===== src/hw/rtl/rqsr_pkg.sv =====
// Shared types and constants for the ring queue with rotate search.
// Used by the channel interfaces, the sequencer, the slot store and the top level.
package rqsr_pkg;

   localparam int KEY_W     = 32;
   localparam int CNT_W     = 5;
   localparam int OP_W      = 2;
   localparam int ST_W      = 2;
   localparam int DEPTH_DEF = 16;

   typedef enum logic [OP_W-1:0] {
      OP_ENQ    = 2'd0,
      OP_DEQ    = 2'd1,
      OP_SEARCH = 2'd2
   } op_type;

   typedef enum logic [ST_W-1:0] {
      ST_OK       = 2'd0,
      ST_FULL     = 2'd1,
      ST_EMPTY    = 2'd2,
      ST_NOTFOUND = 2'd3
   } status_type;

   typedef enum logic [1:0] {
      S_IDLE,
      S_ISSUE,
      S_CHECK,
      S_DONE
   } state_type;

   // one-hot style commands from the sequencer to the slot store
   typedef struct packed {
      logic read_head;
      logic push_key;
      logic pop;
      logic requeue;
   } cmd_type;

   typedef struct packed {
      logic [KEY_W-1:0] value;
      logic [CNT_W-1:0] moved_count;
      status_type       status;
      logic [CNT_W-1:0] occupancy;
   } res_type;

endpackage


===== src/hw/rtl/rqsr_req_if.sv =====
// Request channel: valid/ready handshake carrying operation and key.
// Depends on rqsr_pkg for field widths.
interface rqsr_req_if;
   import rqsr_pkg::*;

   logic                    valid;
   logic                    ready;
   logic [OP_W-1:0]         operation;
   logic signed [KEY_W-1:0] key;

   modport source (output valid, output operation, output key, input ready);
   modport sink (input valid, input operation, input key, output ready);
endinterface


===== src/hw/rtl/rqsr_rsp_if.sv =====
// Response channel: valid/ready handshake carrying value, moved count, status
// and occupancy. Depends on rqsr_pkg for field widths.
interface rqsr_rsp_if;
   import rqsr_pkg::*;

   logic                    valid;
   logic                    ready;
   logic signed [KEY_W-1:0] value;
   logic [CNT_W-1:0]        moved_count;
   logic [ST_W-1:0]         status;
   logic [CNT_W-1:0]        occupancy;

   modport source (output valid, output value, output moved_count, output status,
                   output occupancy, input ready);
   modport sink (input valid, input value, input moved_count, input status,
                 input occupancy, output ready);
endinterface


===== src/hw/rtl/rqsr_store.sv =====
// Slot store: circular slot memory with head index and entry count.
// Executes read, push, pop and requeue commands; depends on rqsr_pkg.
module rqsr_store #(
   parameter int DEPTH = rqsr_pkg::DEPTH_DEF
) (
   input  logic                            clock,
   input  logic                            reset,
   input  rqsr_pkg::cmd_type               cmd,
   input  logic [rqsr_pkg::KEY_W-1:0]      key,
   output logic [rqsr_pkg::KEY_W-1:0]      rd_data,
   output logic [$clog2(DEPTH+1)-1:0]      count
);
   import rqsr_pkg::*;

   localparam int AW = $clog2(DEPTH);
   localparam int CW = $clog2(DEPTH + 1);
   localparam int SW = CW + 1;

   logic [KEY_W-1:0] slots_ff [DEPTH];
   logic [KEY_W-1:0] rd_data_ff;
   logic [AW-1:0]    head_ff, head_in;
   logic [CW-1:0]    count_ff, count_in;

   logic [SW-1:0]    tail_sum;
   logic [AW-1:0]    tail_idx;
   logic [AW-1:0]    head_inc;
   logic             last;
   logic             wr_en;
   logic [AW-1:0]    wr_addr;
   logic [KEY_W-1:0] wr_data;

   always_comb begin
      tail_sum = SW'(head_ff) + SW'(count_ff);
      tail_idx = (tail_sum >= SW'(DEPTH)) ? AW'(tail_sum - SW'(DEPTH)) : AW'(tail_sum);
      head_inc = (head_ff == AW'(DEPTH - 1)) ? '0 : head_ff + AW'(1);
      last     = (count_ff == CW'(1));
   end

   always_comb begin
      head_in  = head_ff;
      count_in = count_ff;
      wr_en    = 1'b0;
      wr_addr  = tail_idx;
      wr_data  = key;
      priority if (cmd.push_key) begin
         wr_en    = 1'b1;
         count_in = count_ff + CW'(1);
      end else if (cmd.pop) begin
         head_in  = last ? '0 : head_inc;
         count_in = count_ff - CW'(1);
      end else if (cmd.requeue) begin
         // pop then push: a single entry lands back in slot zero
         wr_en   = 1'b1;
         wr_addr = last ? '0 : tail_idx;
         wr_data = rd_data_ff;
         head_in = last ? '0 : head_inc;
      end else begin
      end
   end

   always_ff @(posedge clock) begin
      if (wr_en) begin
         slots_ff[wr_addr] <= wr_data;
      end
      if (cmd.read_head) begin
         rd_data_ff <= slots_ff[head_ff];
      end
   end

   always_ff @(posedge clock) begin
      if (reset) begin
         head_ff  <= '0;
         count_ff <= '0;
      end else begin
         head_ff  <= head_in;
         count_ff <= count_in;
      end
   end

   assign rd_data = rd_data_ff;
   assign count   = count_ff;

endmodule


===== src/hw/rtl/rqsr_seq.sv =====
// Sequencer: takes one request, drives the slot store and the key comparator
// step by step, and builds the result. Depends on rqsr_pkg.
module rqsr_seq #(
   parameter int DEPTH = rqsr_pkg::DEPTH_DEF
) (
   input  logic                          clock,
   input  logic                          reset,
   input  logic                          req_valid,
   output logic                          req_ready,
   input  logic [rqsr_pkg::OP_W-1:0]     req_operation,
   input  logic [rqsr_pkg::KEY_W-1:0]    req_key,
   output rqsr_pkg::cmd_type             cmd,
   output logic [rqsr_pkg::KEY_W-1:0]    key,
   input  logic [rqsr_pkg::KEY_W-1:0]    rd_data,
   input  logic [$clog2(DEPTH+1)-1:0]    count,
   output logic                          res_valid,
   input  logic                          res_ready,
   output rqsr_pkg::res_type             res
);
   import rqsr_pkg::*;

   localparam int CW = $clog2(DEPTH + 1);

   state_type        state_ff, state_in;
   logic [OP_W-1:0]  op_ff, op_in;
   logic [KEY_W-1:0] key_ff, key_in;
   logic [CW-1:0]    left_ff, left_in;
   logic [CW-1:0]    moved_ff, moved_in;
   logic [KEY_W-1:0] value_ff, value_in;
   status_type       status_ff, status_in;

   logic accept;
   logic hit;

   assign accept = req_valid && (state_ff == S_IDLE);
   assign hit    = (op_ff == OP_DEQ) || (rd_data == key_ff);

   always_comb begin
      state_in = state_ff;
      unique case (state_ff)
         S_IDLE: begin
            if (accept) state_in = S_ISSUE;
         end
         S_ISSUE: begin
            unique case (op_ff)
               OP_DEQ:    state_in = (count == '0) ? S_DONE : S_CHECK;
               OP_SEARCH: state_in = (left_ff == '0) ? S_DONE : S_CHECK;
               default:   state_in = S_DONE;
            endcase
         end
         S_CHECK: begin
            state_in = (hit || left_ff == CW'(1)) ? S_DONE : S_ISSUE;
         end
         S_DONE: begin
            if (res_ready) state_in = S_IDLE;
         end
         default: state_in = S_IDLE;
      endcase
   end

   always_comb begin
      cmd       = '0;
      req_ready = (state_ff == S_IDLE);
      res_valid = (state_ff == S_DONE);
      op_in     = op_ff;
      key_in    = key_ff;
      left_in   = left_ff;
      moved_in  = moved_ff;
      value_in  = value_ff;
      status_in = status_ff;
      unique case (state_ff)
         S_IDLE: begin
            if (accept) begin
               op_in     = req_operation;
               key_in    = req_key;
               left_in   = count;
               moved_in  = '0;
               value_in  = '0;
               status_in = ST_OK;
            end
         end
         S_ISSUE: begin
            unique case (op_ff)
               OP_ENQ: begin
                  if (count == CW'(DEPTH)) status_in = ST_FULL;
                  else cmd.push_key = 1'b1;
               end
               OP_DEQ: begin
                  if (count == '0) status_in = ST_EMPTY;
                  else cmd.read_head = 1'b1;
               end
               OP_SEARCH: begin
                  if (left_ff == '0) status_in = ST_NOTFOUND;
                  else cmd.read_head = 1'b1;
               end
               default: begin
               end
            endcase
         end
         S_CHECK: begin
            if (hit) begin
               cmd.pop  = 1'b1;
               value_in = rd_data;
            end else begin
               cmd.requeue = 1'b1;
               moved_in    = moved_ff + CW'(1);
               left_in     = left_ff - CW'(1);
               if (left_ff == CW'(1)) status_in = ST_NOTFOUND;
            end
         end
         S_DONE: begin
         end
         default: begin
         end
      endcase
   end

   always_ff @(posedge clock) begin
      if (reset) begin
         state_ff <= S_IDLE;
      end else begin
         state_ff <= state_in;
      end
   end

   always_ff @(posedge clock) begin
      op_ff     <= op_in;
      key_ff    <= key_in;
      left_ff   <= left_in;
      moved_ff  <= moved_in;
      value_ff  <= value_in;
      status_ff <= status_in;
   end

   assign key             = key_ff;
   assign res.value       = value_ff;
   assign res.moved_count = CNT_W'(moved_ff);
   assign res.status      = status_ff;
   assign res.occupancy   = CNT_W'(count);

endmodule


===== src/hw/rtl/ring_queue_search_rotate_top.sv =====
// Top level of the ring queue with rotate search: request and response
// channels, sequencer, slot store and response register. Depends on rqsr_pkg.
//
// A bounded circular FIFO of DEPTH signed 32-bit keys. Operation 0 appends the
// key (status 1 when full), 1 removes the head (status 2 when empty), 2 removes
// the first entry equal to the key after moving every entry ahead of it to the
// tail, reporting how many were moved (status 3 with the order unchanged when
// absent). One request is handled at a time. A dequeue or a search goes step by
// step: every step is a head read from the slot memory followed by a compare
// and then either a pop of the head (on a match, or always for a dequeue) or,
// for a search that does not match, a write back at the tail.
// The result sits in an output register, so the next request is taken while it
// waits to be transferred.
module ring_queue_search_rotate_top #(
   parameter int DEPTH = rqsr_pkg::DEPTH_DEF
) (
   input  logic       clock,
   input  logic       reset,
   rqsr_req_if.sink   req_port,
   rqsr_rsp_if.source rsp_port
);
   import rqsr_pkg::*;

   localparam int CW = $clog2(DEPTH + 1);

   cmd_type          cmd;
   logic [KEY_W-1:0] key;
   logic [KEY_W-1:0] rd_data;
   logic [CW-1:0]    count;
   logic             res_valid;
   logic             res_ready;
   res_type          res;

   logic             rsp_valid_ff, rsp_valid_in;
   res_type          rsp_data_ff, rsp_data_in;

   rqsr_seq #(.DEPTH(DEPTH)) u_seq (
      .clock         (clock),
      .reset         (reset),
      .req_valid     (req_port.valid),
      .req_ready     (req_port.ready),
      .req_operation (req_port.operation),
      .req_key       (req_port.key),
      .cmd           (cmd),
      .key           (key),
      .rd_data       (rd_data),
      .count         (count),
      .res_valid     (res_valid),
      .res_ready     (res_ready),
      .res           (res)
   );

   rqsr_store #(.DEPTH(DEPTH)) u_store (
      .clock   (clock),
      .reset   (reset),
      .cmd     (cmd),
      .key     (key),
      .rd_data (rd_data),
      .count   (count)
   );

   assign res_ready = !rsp_valid_ff || rsp_port.ready;

   always_comb begin
      rsp_valid_in = rsp_valid_ff;
      rsp_data_in  = rsp_data_ff;
      if (res_ready) begin
         rsp_valid_in = res_valid;
         if (res_valid) rsp_data_in = res;
      end
   end

   always_ff @(posedge clock) begin
      if (reset) begin
         rsp_valid_ff <= 1'b0;
      end else begin
         rsp_valid_ff <= rsp_valid_in;
      end
   end

   always_ff @(posedge clock) begin
      rsp_data_ff <= rsp_data_in;
   end

   assign rsp_port.valid       = rsp_valid_ff;
   assign rsp_port.value       = rsp_data_ff.value;
   assign rsp_port.moved_count = rsp_data_ff.moved_count;
   assign rsp_port.status      = rsp_data_ff.status;
   assign rsp_port.occupancy   = rsp_data_ff.occupancy;

endmodule

===== src/flat_wrapper.sv =====
// flat-port wrapper written by rule: the top's interface ports become plain ports
module ring_queue_search_rotate_top_flat import rqsr_pkg::*;
#(
   parameter int DEPTH = rqsr_pkg::DEPTH_DEF
)
  (clock, reset, req_port_valid, req_port_operation, req_port_key, req_port_ready, rsp_port_valid, rsp_port_value, rsp_port_moved_count, rsp_port_status, rsp_port_occupancy, rsp_port_ready);
  rqsr_req_if req_port_i ();
  rqsr_rsp_if rsp_port_i ();
  input  logic clock;
  input  logic reset;
  input wire logic [$bits(req_port_i.valid)-1:0] req_port_valid;
  input wire logic [$bits(req_port_i.operation)-1:0] req_port_operation;
  input wire logic [$bits(req_port_i.key)-1:0] req_port_key;
  output wire logic [$bits(req_port_i.ready)-1:0] req_port_ready;
  output wire logic [$bits(rsp_port_i.valid)-1:0] rsp_port_valid;
  output wire logic [$bits(rsp_port_i.value)-1:0] rsp_port_value;
  output wire logic [$bits(rsp_port_i.moved_count)-1:0] rsp_port_moved_count;
  output wire logic [$bits(rsp_port_i.status)-1:0] rsp_port_status;
  output wire logic [$bits(rsp_port_i.occupancy)-1:0] rsp_port_occupancy;
  input wire logic [$bits(rsp_port_i.ready)-1:0] rsp_port_ready;
  assign req_port_i.valid = req_port_valid;
  assign req_port_i.operation = req_port_operation;
  assign req_port_i.key = req_port_key;
  assign req_port_ready = req_port_i.ready;
  assign rsp_port_valid = rsp_port_i.valid;
  assign rsp_port_value = rsp_port_i.value;
  assign rsp_port_moved_count = rsp_port_i.moved_count;
  assign rsp_port_status = rsp_port_i.status;
  assign rsp_port_occupancy = rsp_port_i.occupancy;
  assign rsp_port_i.ready = rsp_port_ready;
  ring_queue_search_rotate_top #(.DEPTH(DEPTH)) u_core (.clock(clock), .reset(reset), .req_port(req_port_i), .rsp_port(rsp_port_i));
endmodule

===== config.mk =====
export PLATFORM = sky130hd
export DESIGN_NAME = ring_queue_search_rotate_top_flat
export DESIGN_NICKNAME = d
export VERILOG_FILES = /design/src/hw/rtl/rqsr_pkg.sv /design/src/hw/rtl/rqsr_req_if.sv /design/src/hw/rtl/rqsr_rsp_if.sv /design/src/hw/rtl/rqsr_store.sv /design/src/hw/rtl/rqsr_seq.sv /design/src/hw/rtl/ring_queue_search_rotate_top.sv /design/src/flat_wrapper.sv
export SDC_FILE = /design/constraint.sdc
export NUM_CORES = 1
export LEC_CHECK = 0
export BUFFER_PORTS_ARGS = -buffer_cell sky130_fd_sc_hd__buf_2
export CAP_MARGIN = 30
export CORE_ASPECT_RATIO = 2
export CORE_UTILIZATION = 55
export DETAILED_ROUTE_END_ITERATION = 7
export PLACE_DENSITY = 0.7
export REMOVE_ABC_BUFFERS = 1
export SLEW_MARGIN = 15
export SYNTH_ARGS = -nofsm -noshare
export SYNTH_HDL_FRONTEND = slang
export SYNTH_SLANG_ARGS = --single-unit

===== constraint.sdc =====
create_clock -name clock -period 12.5 [get_ports clock]
set_input_delay 0 -clock clock [delete_from_list [all_inputs] [get_ports clock]]
set_output_delay 0 -clock clock [all_outputs]
set_load 0.03 [all_outputs]

# == Word-level counts from Yosys, hierarchy flattened ==
# Memories as Yosys holds them, arrays and structs flattened. A register that Yosys moved wholly into a read port is not among the register bits.
# Cells that the tools add are included.
# word_totals
wordCells,115
regBits,134
mem_bits_rw,512
out_inout_bits,46
memories,1
in_bits,38
# classes
addsub,7
bitwise_logic,1
eq_ne,19
muxes,52
order_cmp,1
reduce_logical,20
# mem_list
memory,depth,width,rd,rd_clocked_by_memory_dff,wr,line,text
u_core.u_store.slots_ff,16,32,1,1,1,rqsr_store.sv:19,logic [KEY_W-1:0] slots_ff [DEPTH];
# op_table
op,n
32-bit 2-to-1 mux,5
32-bit case mux with 2 select lines,1
4-bit 2-to-1 mux,9
32-bit == test,1
5-bit 2-to-1 mux,6
2-bit 2-to-1 mux,11
5-bit case mux with 2 select lines,2
1-bit 2-to-1 mux,13
2-bit case mux with 3 select lines,2
5-bit by 1-bit adder with 5-bit output (second input constant),2
5-bit by 1-bit == test with 1-bit output (second input constant),2
5-bit logical NOT,2
5-bit by 1-bit subtractor with 5-bit output (second input constant),2
3-bit != test (second input constant),3
2-bit != test (second input constant),4
2-bit case mux with 4 select lines,1
2-bit AND reduction,4
8-bit AND reduction,1
4-bit by 5-bit adder with 6-bit output,1
2-bit == test (second input constant),3
6-bit by 5-bit greater-or-equal comparator with 1-bit output (second input constant),1
3-bit AND reduction,2
2-bit nonzero test,3
5-bit == test (second input constant),1
other kinds (13),18

# == Depth between registers and ports, before layout ==
# Gate-level depths: netlist of run 1.
# depth
depth_word,9
ltp_mapped,8
ltp_nobuf,8

# == Cells and area by module ==
# Synthesis of run 1 repeated with hierarchy kept, for this count alone.
# hier_totals
hier_cells,1258
hier_area_um2,26221.4
# modules_own_cells
mod,area_per_inst_um2,instances,cells_per_inst,seq_area_each_um2
rqsr_store,21276.7,1,958,16515.8
rqsr_seq,3568.4,1,251,2382.3
ring_queue_search_rotate_top,1376.3,1,49,1341.3

# == Worst setup path after synthesis of run 1 ==
# Ideal clock, no wire load.
# synth_timing
path_kind,reg-to-reg
start,"reg u_core.u_store.count_ff[0], in the netlist u_core.u_store.count[0]"
end,mem u_core.u_store.slots_ff[8][0] (enable)
path_buffers,1
required_ns,11.987
t_arrival_ns,4.753
period_less_slack_ns,5.266
setup_ns,0.513
path_slack_ns,7.234
path_stages_with_launch,8
cell_sequence,dfxtp_1 -> inv_1 -> ha_1 -> nand3_1 -> and3_1 -> clkbuf_1 -> a31oi_1 -> nor4b_1
# synth_via
elab_chain_len,7
word_cells_on_any_way,16
cone_classes,add/sub (2); order compare (1); eq/ne (2); mux (11)
# synth_lines
item,line,text
"start, declared",rqsr_store.sv:22,"logic [CW-1:0] count_ff, count_in;"
"start signal, assigned",rqsr_store.sv:76,count_ff <= count_in;
4-bit by 5-bit adder with 6-bit output or 5-bit == test (tied branches),"rqsr_store.sv:33, rqsr_seq.sv:85",
6-bit by 5-bit greater-or-equal comparator with 1-bit output (tied with other cells),rqsr_store.sv:34,tail_idx = (tail_sum >= SW'(DEPTH)) ? AW'(tail_sum - SW'(DEPTH)) : AW'(tail_sum);
4-bit 2-to-1 mux or 1-bit 2-to-1 mux (tied branches),"rqsr_store.sv:34, rqsr_seq.sv:83",
4-bit 2-to-1 mux or 2-bit 2-to-1 mux (tied branches),"rqsr_store.sv:54, rqsr_seq.sv:71",
4-bit 2-to-1 mux or 1-bit 2-to-1 mux (tied branches),"rqsr_store.sv:51, rqsr_store.sv:45",
4-bit 2-to-1 mux or 1-bit 2-to-1 mux (tied branches),"rqsr_store.sv:48, rqsr_store.sv:62",
4-bit 2-to-1 mux or 1-bit 2-to-1 mux (tied branches),"rqsr_store.sv:45, rqsr_store.sv:63",
"end, declared",rqsr_store.sv:19,
# Several ways; a longest one is shown, not always the timed one.

# == Worst setup path after layout of run 1 ==
# layout_timing
start,"reg u_core.u_store.rd_data_ff[19], in the netlist u_core.u_store.rd_data[19], read port of u_core.u_store.slots_ff"
end,"mem u_core.u_store.slots_ff[14][0], data pin"
# layout_via
elab_chain_len,7
word_cells_on_any_way,8
cone_classes,eq/ne (1); mux (6); reduce/logical (1)
# layout_lines
item,line,text
"start, declared",rqsr_store.sv:20,logic [KEY_W-1:0] rd_data_ff;
32-bit == test (*),rqsr_seq.sv:36,assign hit = (op_ff == OP_DEQ) || (rd_data == key_ff);
1-bit logical OR (*),rqsr_seq.sv:36,
1-bit 2-to-1 mux,rqsr_seq.sv:101,if (hit) begin
2-bit 2-to-1 mux (*),rqsr_seq.sv:71,unique case (state_ff)
32-bit 2-to-1 mux,rqsr_store.sv:51,end else if (cmd.requeue) begin
32-bit 2-to-1 mux (*),rqsr_store.sv:48,end else if (cmd.pop) begin
32-bit 2-to-1 mux (*),rqsr_store.sv:45,priority if (cmd.push_key) begin
via u_core.u_store.wr_data[0],rqsr_store.sv:30,logic [KEY_W-1:0] wr_data;
# The timed path passes the listed nets; every way through them passes the cells marked *.

==> results of run 1 <==
==> registers in the layout, summed over array words and instances, names as in the netlist, 32 cells and up <==
signal                   count
u_core.u_seq.key            32
u_core.u_store.slots_ff    512
u_core.rsp_port.value       32
u_core.u_seq.value_ff       32
u_core.u_store.rd_data      32
==> worst reg2reg max path, delay by kind of cell (launching register included) <==
| kind | cells | cell delay (ps) |
|---|---|---|
| compound gates | 1 | 200 |
| xor+xnor | 1 | 290 |
| buf+inv | 2 | 630 |
| flops | 1 | 440 |
| mux | 1 | 530 |
| simple gates | 3 | 1070 |
==> layout by cell type (no fill, tap or decap), drive strengths merged, types with 18 or more instances in the layout <==
master and instances:
a21oi 22, and2 34, buf 123, clkbuf 67
clkinv 22, dlygate4sd3 38, edfxtp 666, ha 18
mux2 34, mux4 160, nor2 26, xnor2 38
==> stage by stage <==
step,hold slack (ps),setup slack (ps)
finish,88.7,9030
global route,76.1,8820
CTS,55.5,8790
detailed placement,178,8810
global placement,176,8830
floorplan,69.1,2080
==> cells by family after synthesis <==
family,share of synthesized area [%]
and+or+nand+nor,3.13
buffers and inverters,1.16
adders and majority gates,0.932
xor gates and xnor gates,1.40
AOI/OAI and AO/OA,0.894
DFF,76.9
muxes,15.6
==> cells in the mapped netlist, types with 3 or more instances <==
cell type	number
edfxtp_1	666
and2_1	34
nor3_1	15
xor2_1	4
nand3b_1	3
nand2_1	16
nor4_1	9
mux2_2	4
mux2_4	30
xnor2_1	38
buf_1	5
nand3_1	16
buf_2	18
nand4_1	11
dfxtp_1	12
o21ai_0	5
buf_6	3
clkbuf_1	31
inv_1	10
nor4b_1	4
nor2b_1	8
nor2_1	25
ha_1	18
a21oi_1	22
mux4_2	160
==> routing by layer <==
layer  share of wire (%)  track usage [%]  up-vias
li1                    -                -     5246
met1                  37             29.5     6487
met2                  54             42.9      474
met3                 5.3             3.18      101
met4                 2.9             8.62        0
met5                   0                0        -
==> repair_timing <==
action | CTS | global route
endpoints found under the hold margin | 45 | 0
hold buffers | 38 | 0
resized for setup | 0 | 0
==> final cells by class <==
| type | count | area, µm² |
|---|---|---|
| multi-input cells | 446 | 5900 |
| clock buffers | 67 | 1460 |
| well taps | 632 | 791 |
| clock inverters | 38 | 423 |
| inverters | 11 | 41.3 |
| fillers | 3181 | 17400 |
| flip-flops and latches | 678 | 20200 |
| repair buffers | 161 | 1140 |
==> path summary, 6_finish.rpt <==
path                              startpoint                              to  slack, ps  cells past startpoint
setup / recovery  u_core.u_store.rd_data[19]  u_core.u_store.slots_ff[14][0]       9030                      8
hold / removal               req_port_key[2]             u_core.u_seq.key[2]         90                      2
setup reg to reg  u_core.u_store.rd_data[19]  u_core.u_store.slots_ff[14][0]       9030                      8
hold reg to reg    u_core.u_seq.value_ff[12]       u_core.rsp_port.value[12]        410                      0
==> power groups by stage <==
stage | clock network [mW] | logic [mW] | registers (mW)
3_3_place_gp | 0 | 0.564 | 2.84
5_1_grt | 1.91 | 0.638 | 2.80
6_report | 1.81 | 0.587 | 2.79
2_1_floorplan | 0 | 0.391 | 2.85
3_5_place_dp | 0 | 0.582 | 2.84
4_1_cts | 1.84 | 0.593 | 2.79
==> qor_table.md, run 1 <==
| Item | Value | Unit |
|---|---|---|
| Result of the run | finished, final reports clean | - |
| Post-CTS setup repair buffer count | 0 | - |
| Worst setup EP type | flip-flop | - |
| Post-route DRC violation count | 0 | - |
| Max Clock Skew | 21.7 | ps |
| CTS buffer count | 56 | - |
| Data arrival at the endpoint of the critical path | 3780 | ps |
| Library cells used by synthesis | 45 | - |
| CTS tree | yes | - |
| PwrDens | 173 | mW/mm² |
| Row count | 113 | - |
| Post-Route WL | 55600 | µm |
| Clock sink count | 678 | - |
| Area of the die | 0.0488 | mm² |
| Antenna fix cells | 0 | - |
| RSZ-0062 raised after global routing | no | - |
| Iteration-0 DRC Markers | 978 | - |
| Global placement routability congestion | 0.740 | - |
| Synth top area share | 76.0 | % |
| Antenna Violating Nets Remaining | 0 | - |
| Number of vias per cell | 6.05 | - |
| First-pass GRT wire length | 82400 | µm |
| Portion of the clock cycle consumed by the worst path in the final layout | 27.8 | % |
| Peak supply drop | 0.155 | mV |
| Starting density of the core | 55.6 | % |
| Switching part of the total | 23.2 | % |
| Placeable Area | 0.0474 | mm² |
| Clock-pin slew on the worst setup and hold paths | 70 | ps |
| Total Routing Usage GR | 23.9 | % |
| Maximum number of pins on one net before global-route repair | 63 | - |
| Final HPWL from detailed placement | 30000 | µm |
| Number of instances in the synthesized netlist | 1193 | - |
| CP Buf/Inv Count | 2 | - |
| Worst-path fanout max | 32 | - |
| Slew HR | 33.8 | % |
| Number of setup violations in the final report | 0 | - |
| Fraction of power consumed by combinational cells | 11.3 | % |
| Layout net count | 1411 | - |
| Die height | 311 | µm |
| Cell total after placement | 1886 | - |
| Core Util, Final | 63.4 | % |
| Sum Neg Setup Slack | 0 | ps |
| Cell types with the largest area share after synthesis | edfxtp_1 76%, mux4_2 14%, mux2_4 1.7% | - |
| Cell type of the slowest stage on the worst timing path | nor4_1 | - |
| Syn Std Cell Area | 0.0263 | mm² |
| CP startpoint kind | flip-flop | - |
| Vias in the first global route | 13017 | - |
| Top flip-flop cell by instance count after synthesis | edfxtp_1 | - |
| Via count | 12308 | - |
| Number of antenna violations at the first check in global routing | 0 | - |
| Average wire length per cell after detail routing | 27.3 | µm |
| Cell type with the largest total area after synthesis | edfxtp_1 | - |
| Detailed-router iteration count before antenna repair | 5 | - |
| CTS H-Tree Depth | 2 | - |
| Fraction of power consumed by the clock network | 34.9 | % |
| Sequential element share of the synthesized area | 76.9 | % |
| I/O pin count | 84 | - |
| Switching power | 1.20 | mW |
| Largest incremental delay on the critical path | 560 | ps |
| Maximum Capacitance Violations | 0 | - |
| CTS Buffer Depth | 3 | - |
| Critical path, cell by cell | xnor2_1 > nand4_1 > nor4_1 > a21oi_1 > buf_4 > and3_2 > buf_4 > mux2_2 | - |
| Final critical path time including I/O delays and setup | 3470 | ps |
| Total count of hold-check failures in the final report | 0 | - |
| Area growth from synthesis to layout | 14.0 | % |
| Kind of path behind the tightest hold check | in -> reg | - |
| Final instance count without filler cells | 2033 | - |
| Final count of pins violating max slew | 0 | - |
| Seq pwr share | 53.8 | % |
| Crit path top cell by count | buf_4 | - |
| Required time of the critical path | 12800 | ps |
| Tightest Pin Transition | 990 | ps |
| Number of synthesized flops with an enable pin | 666 | - |
| Number of synthesized register bits | 678 | - |
| Synthesis Warnings | 0 | - |
| Root Driver | clkbuf_16 | - |
| Placed inst area | 0.0277 | mm² |
| Type of the worst setup path | reg -> reg | - |
| Area of all placed cells without fillers | 0.0300 | mm² |
| Share of synthesized flip-flops with an asynchronous set or reset | 0 | % |
| Port buffer count | 83 | - |
| Total Power Consumption | 5.18 | mW |
| Clock Latency Late Sink | 610 | ps |
| Leakage power summed over all cells | 9.42 | nW |
| GRT Residual Overflow | 0 | - |
| Per-instance average area after synthesis | 22.1 | µm² |
| Die boundary width | 157 | µm |
| Ratio of cells with drive above 1 in the final layout | 30.3 | % |
| P_int | 3.98 | mW |
| Worst path top cell family by delay | simple AND/OR/NAND/NOR gates | - |
| Achievable Freq | 288 | MHz |
Power figures use the tool's default switching activity.
==> run 2, diff against run 1 <==
PLACE_DENSITY = 0.73   (was 0.7)
clock period = 3 ns   (was 12.5 ns; I/O delays follow)
==> run 2 against run 1 <==
First-iteration DRC count rose by 22%. Via count rose by 2.2%. Critical path type unchanged. Clock-buffer cell count fell by 3. Setup slack got worse by 8900 ps. Global-route usage rose by 1.3 points. Core utilization rose by 0.58 points. Sequential cell count did not move. Wire length rose by 6.3%. Worst hold slack got worse by 51 ps. Clock skew fell by 2.0 ps.
==> qor_table.md, run 2 (synthesis gave the netlist of run 1 again) <==
| Item | Value | Unit |
|---|---|---|
| Result of the run | finished, final reports clean | - |
| Hold path startpoint | req_port_valid | - |
| Worst-path fanout max | 19 | - |
| Required time of the critical path | 3310 | ps |
| GRT Residual Overflow | 0 | - |
| Starting density of the core | 55.6 | % |
| Critical path, cell by cell | xnor2_1 > nand4_1 > nor4_2 > a21oi_1 > and3_2 > buf_12 > mux2_2 | - |
| Maximum number of pins on one net before global-route repair | 81 | - |
| Row count | 113 | - |
| Hold Slack | 37.9 | ps |
| Max Clock Skew | 19.7 | ps |
| Total Routing Usage GR | 25.3 | % |
| Total count of hold-check failures in the final report | 0 | - |
| Layout net count | 1428 | - |
| Register-to-register setup slack | 120 | ps |
| Register area | 0.0202 | mm² |
| Final count of pins violating max slew | 0 | - |
| Most frequent standard cell in the layout excluding fill and tap cells | edfxtp_1 | - |
| Type of the worst setup path | reg -> reg | - |
| Portion of the clock cycle consumed by the worst path in the final layout | 96.1 | % |
| Antenna Violating Nets Remaining | 0 | - |
| Worst setup EP type | flip-flop | - |
| First-pass GRT wire length | 85900 | µm |
| Number of antenna violations at the first check in global routing | 0 | - |
| Global-route track usage on met1 | 31.6 | % |
| Number of setup violations in the final report | 0 | - |
| PwrDens | 716 | mW/mm² |
| Port buffer count | 83 | - |
| Endpoint of the worst hold-timing path | u_core.u_seq.key[19] | - |
| Slew HR | 39.3 | % |
| Maximum Capacitance Violations | 0 | - |
| Area of the die | 0.0488 | mm² |
| Ratio of cells with drive above 1 in the final layout | 31.7 | % |
| Root Driver | clkbuf_16 | - |
| Die height | 311 | µm |
| Average wire length per cell after detail routing | 28.8 | µm |
| CTS tree | yes | - |
| Largest incremental delay on the critical path | 480 | ps |
| Peak supply drop | 0.451 | mV |
| Most frequent cells in the layout | 666 x edfxtp_1, 160 x mux4_2, 83 x buf_2 | - |
| Post-route DRC violation count | 0 | - |
| Placeable Area | 0.0474 | mm² |
| Leakage power summed over all cells | 9.55 | nW |
| Fillers | 3101 | - |
| Achievable Freq | 347 | MHz |
| Kind of path behind the tightest hold check | in -> reg | - |
| Register bank with the most flops | u_core.u_store.slots_ff | - |
| Tightest Pin Transition | 911 | ps |
| Worst R2R End | u_core.u_store.slots_ff[5][31] | - |
| Global-route layer with the greatest usage | met2 | - |
| Number of cells traversed by the worst register-to-register path | 7 | - |
| Hold Path Stages | 2 | - |
| Final HPWL from detailed placement | 33200 | µm |
| Post-Route WL | 59100 | µm |
| Largest register FFs | 512 | - |
| Detailed-router iteration count before antenna repair | 5 | - |
| Cell type of the slowest stage on the worst timing path | edfxtp_1 | - |
| Die boundary width | 157 | µm |
| Iteration-0 DRC Markers | 1196 | - |
| CTS Buffer Depth | 3 | - |
| CTS buffer count | 54 | - |
| Data arrival at the endpoint of the critical path | 3190 | ps |
| CTS H-Tree Depth | 2 | - |
| Worst reg2reg path startpoint | u_core.u_store.rd_data[19] | - |
| Global placement routability congestion | 0.796 | - |
| I/O pin count | 84 | - |
| RSZ-0062 raised after global routing | no | - |
| Global routing met2 resource utilization | 44.2 | % |
| Footprint of the multi-input gates | 0.00591 | mm² |
| Clock sink count | 678 | - |
| Number of vias per cell | 6.14 | - |
| CP startpoint kind | flip-flop | - |
| Clock-pin slew on the worst setup and hold paths | 70 | ps |
| Final critical path time including I/O delays and setup | 2880 | ps |
| Met3 demand-to-capacity share in global routing | 2.73 | % |
| Total Power Consumption | 21.7 | mW |
| Vias in the first global route | 13166 | - |
| Via count | 12575 | - |
| Clock Latency Late Sink | 610 | ps |
| Area growth from synthesis to layout | 15.1 | % |
[run 2: repair_timing]
action	CTS	global route
hold endpoints to repair	44	0
resized for setup	1	0
hold buffers	37	0
buffers inserted	0	0
endpoints found under the setup margin	369	0
[run 2: metal layers]
metal,up-vias,part of all wire (%)
met3,120,6.0
met1,6630,36
li1,5278,-
met5,-,0
met4,0,4.3
met2,547,53
[run 2: area by class of cell]
| cell class | count | share of cell area (%) |
|---|---|---|
| clock buffer | 64 | 4.80 |
| clock inverter | 37 | 1.34 |
| tap | 632 | 2.61 |
| timing repair buffer | 180 | 4.74 |
| antenna | 1 | 0.00826 |
| multi-input combinational | 446 | 19.5 |
| sequential | 678 | 66.9 |
| inverter | 11 | 0.136 |
[run 2: how the worst max path moves through the flow]
stage / from / end / slack (ps)
4_1_cts: u_core.u_store.rd_data[19] / u_core.u_store.slots_ff[5][31] / 100
2_1_floorplan: u_core.u_store.head_ff[0] / u_core.u_store.slots_ff[8][0] / -7420
3_3_place_gp: u_core.u_store.rd_data[19] / u_core.u_store.slots_ff[10][31] / 80
5_1_grt: u_core.u_store.count[0] / u_core.u_store.slots_ff[5][23] / 10
6_report: u_core.u_store.rd_data[19] / u_core.u_store.slots_ff[5][31] / 120
3_5_place_dp: u_core.u_store.rd_data[19] / u_core.u_store.slots_ff[2][31] / 20
[run 2: worst max-delay path: cells and delay by family (launching register included)]
kind | cells | cell delay (ps)
flops | 1 | 480
xor+xnor | 1 | 370
simple gates | 3 | 950
compound gates | 1 | 170
mux | 1 | 410
buf+inv | 1 | 200
[run 2: power by group]
| part | internal, mW | switching (mW) | leakage (nW) |
|---|---|---|---|
| clock network | 4.17 | 3.27 | 0.896 |
| logic | 1.09 | 1.58 | 2.49 |
| registers | 11.3 | 0.241 | 6.17 |
[run 2: metrics by stage]
stage                     setup slack (ps)  cells  area (µm²)  setup TNS, ps  util [%]
after floorplan                      -7420   1135       26100       -3711480         -
after global placement                77.3   1908       28000              0      59.2
after CTS                             95.8   2046       30300              0      63.9
final                                  117   2049       30300              0      63.9
after global routing                  13.8   2048       30300              0      63.9
after detailed placement              18.8   1908       28000              0      59.2
